`src/hw/rtl/dse_pkg.sv`:
```
// Shared constants, codes and types for the data stack engine.
package dse_pkg;

  localparam int unsigned STACK_DEPTH = 256;
  localparam int unsigned ADDR_W      = $clog2(STACK_DEPTH);
  localparam int unsigned CNT_W       = $clog2(STACK_DEPTH + 1);
  localparam int unsigned WORD_W      = 64;

  typedef enum logic [2:0] {
    REQ_PUSH   = 3'd0,
    REQ_DUP    = 3'd1,
    REQ_DROP   = 3'd2,
    REQ_SWAP   = 3'd3,
    REQ_ROT    = 3'd4,
    REQ_PICK   = 3'd5
  } req_t;

  typedef enum logic [1:0] {
    STAT_OK    = 2'd0,
    STAT_UNDER = 2'd1,
    STAT_OVER  = 2'd2,
    STAT_RANGE = 2'd3
  } stat_t;

  // Which cached entry takes the memory read data.
  typedef enum logic [1:0] {
    FILL_NONE,
    FILL_T2,
    FILL_T0
  } fill_t;

  typedef enum logic {
    ST_IDLE,
    ST_FILL
  } state_t;

  typedef struct packed {
    logic              we;
    logic [ADDR_W-1:0] waddr;
    logic [WORD_W-1:0] wdata;
    logic [ADDR_W-1:0] raddr;
  } mem_req_t;

  typedef struct packed {
    logic              load;
    logic [WORD_W-1:0] top;
    logic [CNT_W-1:0]  count;
    stat_t             status;
  } result_t;

endpackage

```
`src/hw/rtl/dse_ctrl.sv`:
```
// Request sequencer: depth counter, top-three cache, spill and refill control.
module dse_ctrl (
  input  logic                          clk,
  input  logic                          rst,
  input  logic                          start,
  input  logic [2:0]                    req_type,
  input  logic [dse_pkg::WORD_W-1:0]    push_value,
  input  logic [dse_pkg::WORD_W-1:0]    rdata,
  output logic                          busy,
  output dse_pkg::mem_req_t             mem_req,
  output dse_pkg::result_t              result
);

  localparam int unsigned AW = dse_pkg::ADDR_W;
  localparam int unsigned CW = dse_pkg::CNT_W;
  localparam int unsigned WW = dse_pkg::WORD_W;

  dse_pkg::state_t state, state_next;
  dse_pkg::fill_t  fill, fill_next;
  dse_pkg::stat_t  status, status_next;
  logic [CW-1:0]   count, count_next;
  // t0 is the top; memory holds only entries below the cached three
  logic [WW-1:0]   t0, t1, t2;
  logic [WW-1:0]   t0_next, t1_next, t2_next;

  logic            full;
  logic [CW-1:0]   cnt_m1;
  logic            pick_bad;
  logic [AW-1:0]   pick_n;

  assign full     = (count == CW'(dse_pkg::STACK_DEPTH));
  assign cnt_m1   = count - CW'(1);
  assign pick_bad = t0[WW-1] || (t0 >= WW'(cnt_m1));
  assign pick_n   = t0[AW-1:0];

  always_comb begin
    state_next    = state;
    fill_next     = fill;
    status_next   = status;
    count_next    = count;
    t0_next       = t0;
    t1_next       = t1;
    t2_next       = t2;
    mem_req.we    = 1'b0;
    mem_req.waddr = AW'(count - CW'(3));
    mem_req.wdata = t2;
    mem_req.raddr = AW'(count - CW'(4));
    result.load   = 1'b0;

    case (state)
      dse_pkg::ST_IDLE: begin
        if (start) begin
          state_next  = dse_pkg::ST_FILL;
          fill_next   = dse_pkg::FILL_NONE;
          status_next = dse_pkg::STAT_OK;
          case (dse_pkg::req_t'(req_type))
            dse_pkg::REQ_PUSH, dse_pkg::REQ_DUP: begin
              if (req_type == dse_pkg::REQ_DUP && count == '0) begin
                status_next = dse_pkg::STAT_UNDER;
              end else if (full) begin
                status_next = dse_pkg::STAT_OVER;
              end else begin
                t0_next    = (req_type == dse_pkg::REQ_DUP) ? t0 : push_value;
                t1_next    = t0;
                t2_next    = t1;
                count_next = count + CW'(1);
                // spill the third entry once it leaves the cache
                mem_req.we = (count >= CW'(3));
              end
            end
            dse_pkg::REQ_DROP: begin
              if (count == '0) begin
                status_next = dse_pkg::STAT_UNDER;
              end else begin
                t0_next    = t1;
                t1_next    = t2;
                count_next = cnt_m1;
                if (count >= CW'(4)) begin
                  fill_next = dse_pkg::FILL_T2;
                end
              end
            end
            dse_pkg::REQ_SWAP: begin
              if (count < CW'(2)) begin
                status_next = dse_pkg::STAT_UNDER;
              end else begin
                t0_next = t1;
                t1_next = t0;
              end
            end
            dse_pkg::REQ_ROT: begin
              if (count < CW'(3)) begin
                status_next = dse_pkg::STAT_UNDER;
              end else begin
                t0_next = t2;
                t1_next = t0;
                t2_next = t1;
              end
            end
            dse_pkg::REQ_PICK: begin
              if (count == '0) begin
                status_next = dse_pkg::STAT_UNDER;
              end else if (pick_bad) begin
                status_next = dse_pkg::STAT_RANGE;
              end else if (pick_n == AW'(0)) begin
                t0_next = t1;
              end else if (pick_n == AW'(1)) begin
                t0_next = t2;
              end else begin
                // entry deeper than the cache reaches: fetch it
                fill_next     = dse_pkg::FILL_T0;
                mem_req.raddr = AW'(count - CW'(2) - CW'(pick_n));
              end
            end
            default: begin
            end
          endcase
        end
      end
      dse_pkg::ST_FILL: begin
        case (fill)
          dse_pkg::FILL_T2: t2_next = rdata;
          dse_pkg::FILL_T0: t0_next = rdata;
          default: begin
          end
        endcase
        fill_next   = dse_pkg::FILL_NONE;
        result.load = 1'b1;
        state_next  = dse_pkg::ST_IDLE;
      end
      default: begin
        state_next = dse_pkg::ST_IDLE;
      end
    endcase

    result.top    = (count != '0) ? t0_next : '0;
    result.count  = count;
    result.status = status;
  end

  assign busy = (state != dse_pkg::ST_IDLE);

  always_ff @(posedge clk) begin
    if (rst) begin
      state  <= dse_pkg::ST_IDLE;
      fill   <= dse_pkg::FILL_NONE;
      count  <= '0;
      status <= dse_pkg::STAT_OK;
    end else begin
      state  <= state_next;
      fill   <= fill_next;
      count  <= count_next;
      status <= status_next;
    end
  end

  always_ff @(posedge clk) begin
    t0 <= t0_next;
    t1 <= t1_next;
    t2 <= t2_next;
  end

endmodule

```
`config.mk`:
```
export PLATFORM = sky130hd
export DESIGN_NAME = dse_ctrl
export DESIGN_NICKNAME = d
export VERILOG_FILES = /design/src/hw/rtl/dse_pkg.sv /design/src/hw/rtl/dse_ctrl.sv
export SDC_FILE = /design/constraint.sdc
export NUM_CORES = 1
export LEC_CHECK = 0
export BUFFER_PORTS_ARGS = -buffer_cell sky130_fd_sc_hd__buf_2
export CAP_MARGIN = 20
export CORE_MARGIN = 3
export CORE_UTILIZATION = 51
export DETAILED_ROUTE_END_ITERATION = 8
export GPL_ROUTABILITY_DRIVEN = 0
export PLACE_DENSITY = 0.81
export SYNTH_ARGS = -nofsm -noshare
export SYNTH_HDL_FRONTEND = slang
export SYNTH_SLANG_ARGS = --single-unit
```
`constraint.sdc`:
```
create_clock -name clk -period 6 [get_ports clk]
set_input_delay 0.3 -clock clk [delete_from_list [all_inputs] [get_ports clk]]
set_output_delay 0.3 -clock clk [all_outputs]
set_load 0.02 [all_outputs]
```
Word-level counts from Yosys, hierarchy flattened. Cells that the tools add are included.

Input bits: 134. Flip-flop bits (word level): 206. Logic and storage cells: 116. Memories: 0. Latch bits: 0. Bits in read-only memories: 0. RAM bits: 0.

Muxes and demuxes: 64. $add $sub $neg: 6. Div/mod/pow operators: 0. Magnitude comparators: 5. Bitwise logic cells: 1. Multipliers: 0. Equal/unequal tests: 20. Reductions and logical operators: 13. Shifts and indexed selects: 0.

Operators by type and width (number): 2-to-1 mux 64 bit (23); case mux 64 bit (2 select lines) (3); case mux 64 bit (5 select lines) (1); case mux 64 bit (4 select lines) (1); >= comparator 64 x 9 -> 1 bit (1); 2-to-1 mux 8 bit (7); 2-to-1 mux 9 bit (3); < comparator 9 x 2 -> 1 bit, second input constant (2); 2-to-1 mux 2 bit (9); case mux 9 bit (2 select lines) (1); subtractor 8 x 2 -> 8 bit, second input constant (2); 2-to-1 mux 1 bit (12); inequality test 2 bit, second input constant (6); AND reduction 6 bit (2); case mux 2 bit (5 select lines) (1); adder 9 x 1 -> 9 bit, second input constant (1); equality test 9 bit, second input constant (1); >= comparator 9 x 2 -> 1 bit, second input constant (1); >= comparator 9 x 3 -> 1 bit, second input constant (1); logical NOT 9 bit (1); inequality test 3 bit, second input constant (3); nonzero test 9 bit (1); subtractor 9 x 1 -> 9 bit, second input constant (1); equality test 8 x 1 -> 1 bit, second input constant (1); 21 further kinds (24).

Longest topological paths before layout.
Word-level depth: 9. Depth in mapped cells: 16. Depth with buffers taken out: 13.

Worst setup path before layout. Ideal clock, no wire load.

Kind: register to register. From: reg count[2]. To: reg t1[0] (enable). Setup slack: -626 ps. Period minus slack after synthesis: 6626 ps. Stages on the path, launching flop included: 9. Arrival time: 6061 ps. Data required time: 5435 ps. Cells stage by stage: dfxtp_1 -> buf_2 -> inv_1 -> ha_1 -> clkbuf_1 -> nor4bb_1 -> nand3_1 -> nand3_1 -> nor3_1.

Word-level cells in the longest chain between the ends: 4.

Ends and longest elaborated chain: start: declaration (RTL line dse_ctrl.sv:21) `logic [CW-1:0] count, count_next;`; start signal: assignment (RTL line dse_ctrl.sv:152) `count <= count_next;`; branches (longest 3 deep; another with < comparator 9 x 2 -> 1 bit); AND reduction 8 bit (no line) *; end signal: assignment (RTL line dse_ctrl.sv:159) `t1 <= t1_next;`; end: declaration (RTL line dse_ctrl.sv:23) `logic [WW-1:0] t0, t1, t2;`.

Mark *: on every way between the ends. A chain may end at the register's enable or synchronous reset.

==> flow_metrics.env <==
export IMPL_min_period_ns=5.38
export IMPL_numCtsBuffers=26
export IMPL_setup_violations=0
export IMPL_cts_tree="built"
export IMPL_cp_depth=14
export IMPL_power_density_mw_per_mm2=299
export IMPL_ant_nets=0
export IMPL_clockBufferDepth=3
export IMPL_worstPathCellList="inv_1, ha_1, nand2_1, nor2_1, xnor2_1, ha_1, nand3_1, nor2_1, a2111oi_2, nand4_1, a21oi_1, o221ai_1, a21oi_1, buf_2"
export IMPL_yosysTopAreaCell="edfxtp_1"
export IMPL_synth_nets=1772
export IMPL_peakVddDrop_uv=201
export IMPL_min_path_type="input pin to register"
export IMPL_rsz0062_at_grt="false"
export IMPL_initial_core_util_pct=52.3
export IMPL_root_buffer="clkbuf_16"
export IMPL_cts_max_level=1
export IMPL_setup_tns_final_ns=0
export IMPL_drtPass1Iterations=6
export IMPL_critPathSlowestCell="nand4_1"
export IMPL_grt_start_max_net_pins=83
export IMPL_ys_warn_count=0
export IMPL_hpwl_um=34600
export IMPL_initialDrtViolationCount=2076
export IMPL_grtUsageTotal_pct=33.7
export IMPL_final_common_cell="nand2_1"
export IMPL_clkTransAtPathRegs_ns=0.06
export IMPL_worstMarginPinSlew_ns=1.14
export IMPL_startpoint_type="register"
export IMPL_fmax_ghz=0.186
export IMPL_grt_pass1_wl_um=81800
export IMPL_cts_sinks=206
export IMPL_syn_avg_cell_area_sq_um=8.84
export IMPL_drc_errors=0
export IMPL_critical_path_class="register to output port"
export IMPL_cap_viol_max_count=0
export IMPL_outcome="complete, no violations"
export IMPL_die_height_um=173
export IMPL_worstHoldPathCells=2
export IMPL_nets=1993
export IMPL_relSlewSlack_pct=23.8
export IMPL_die_area_sq_mm=0.0299
export IMPL_final_util_pct=61.7
export IMPL_crit_required_ns=5.70
export IMPL_postSynthCellCount=1608
export IMPL_rows=60
export IMPL_synth_area_leaders="edfxtp_1 (27%), dfxtp_1 (11%), nand2_1 (8.7%)"
export IMPL_portBuffers=291
export IMPL_worstRegToRegCells=14
export IMPL_synthToLayoutAreaGrowth_pct=17.9
export IMPL_critPathBufInv=2
export IMPL_antenna_found_initial=4
export IMPL_total_power_mw=5.02
export IMPL_yosys_area_top_type_share_pct=27.0
export IMPL_final_area_sq_mm=0.0168
export IMPL_syn_cell_area_sq_mm=0.0142
export IMPL_arrival_ns=5.08
export IMPL_ys_ff_latch=206
export IMPL_max_stage_delay_ns=0.80
export IMPL_drv_slew=0
export IMPL_routed_wl_um=53500
export IMPL_fin_hold_ws_ns=0.0466
export IMPL_synth_ff_type="edfxtp_1"
export IMPL_core_area_sq_mm=0.0272
export IMPL_period_share_pct=89.6
export IMPL_drive_gt1_share_pct=25.5
export IMPL_viasPerCell=6.70
export IMPL_critical_path_max_fanout=13
export IMPL_postCtsSetupRepairBufs=0
export IMPL_placed_area_sq_mm=0.0159
export IMPL_die_w_um=173
export IMPL_leakage_nw=7.04
export IMPL_num_vias=14894
export IMPL_ys_types=80
export IMPL_end_kind="output port"
export IMPL_routedWlPerCell_um=24.1
export IMPL_final_cell_mix="nand2_1 (326), buf_2 (291), edfxtp_1 (128), a21oi_1 (97), nor2_1 (88)"
export IMPL_ys_seq_area_share_pct=38.0
export IMPL_hold_viol=0
export IMPL_globalRouteOverflowTotal=0
export IMPL_grt_pass1_vias=14532
export IMPL_synth_edf_count=128
export IMPL_crit_family="compound AO/OA/AOI/OAI gates"
export IMPL_clock_skew_ns=0.0115
export IMPL_async_flop_share_pct=0
export IMPL_clk_latency_ns=0.55
export IMPL_ios=292
## what timing repair did
action / in CTS / in global routing
hold endpoints to repair: 2 / 0
hold buffers: 2 / 0
resized for setup: 0 / 0
## metal layers
metal	part of all wire [%]	GRT usage, %	up-vias
met5	0.037	0	-
met1	37	43.4	6915
li1	-	-	6489
met3	13	7.73	233
met4	5.0	15.9	4
met2	45	53.8	1253
## registers in the layout, indices dropped and copies added (netlist names)
name	count
busy	1
count	9
fill	2
status	2
t0	64
t1	64
t2	64
## report_power, final
part | switching, mW | internal, mW | leakage (nW)
Clock | 0.645 | 0.901 | 0.406
Sequential | 0.261 | 1.71 | 1.83
Combinational | 0.896 | 0.600 | 4.80
Total | 1.80 | 3.22 | 7.04
## through the flow
step,setup slack (ns),std cells
floorplan,1.32,1608
global placement,1.54,2167
detailed placement,1.35,2169
CTS,0.791,2218
global route,0.323,2222
finish,0.621,2222
## cell type report
cell class,count,area (sq um)
antenna,2,5.00
clock buffer,39,749
clock inverter,8,73.8
fill,2316,10400
inverter,42,158
multi-input combinational,1233,8160
sequential,206,5410
tap,372,465
timing repair buffer,320,1740
## Yosys cell counts, types with 16 or more instances
library cell	count
mux2i_1	58
dfxtp_1	78
ha_1	29
o21bai_1	25
a221o_1	73
o21ai_0	49
nor3_1	32
nand2b_1	22
nor2_1	89
nor4_1	16
nand2_1	330
buf_2	17
xnor2_1	20
buf_1	16
clkbuf_1	84
and2_1	20
a31oi_1	24
mux2_2	68
o211ai_1	21
o22ai_1	48
a21oi_1	97
inv_1	40
edfxtp_1	128
## cell families after synthesis
| group | Yosys count | share of synthesized area, % |
|---|---|---|
| AOI/OAI and AO/OA | 488 | 25.6 |
| xor gates and xnor gates | 25 | 1.54 |
| adders and majority gates | 30 | 2.69 |
| buffers and inverters | 169 | 5.08 |
| DFF | 206 | 38.0 |
| muxes | 126 | 9.47 |
| and+or+nand+nor | 564 | 17.6 |
## worst paths after layout
path	end	from	slack [ns]
worst max-delay path	result[18]	count[2]$_SDFFE_PP0P_	0.62
worst min-delay path	t0[58]$_DFF_P_	rdata[58]	0.05
worst max register to register	t0[2]$_DFF_P_	count[2]$_SDFFE_PP0P_	1.70
worst min register to register	status[1]$_SDFFE_PP0P_	status[1]$_SDFFE_PP0P_	0.50
Power figures use the tool's default switching activity.
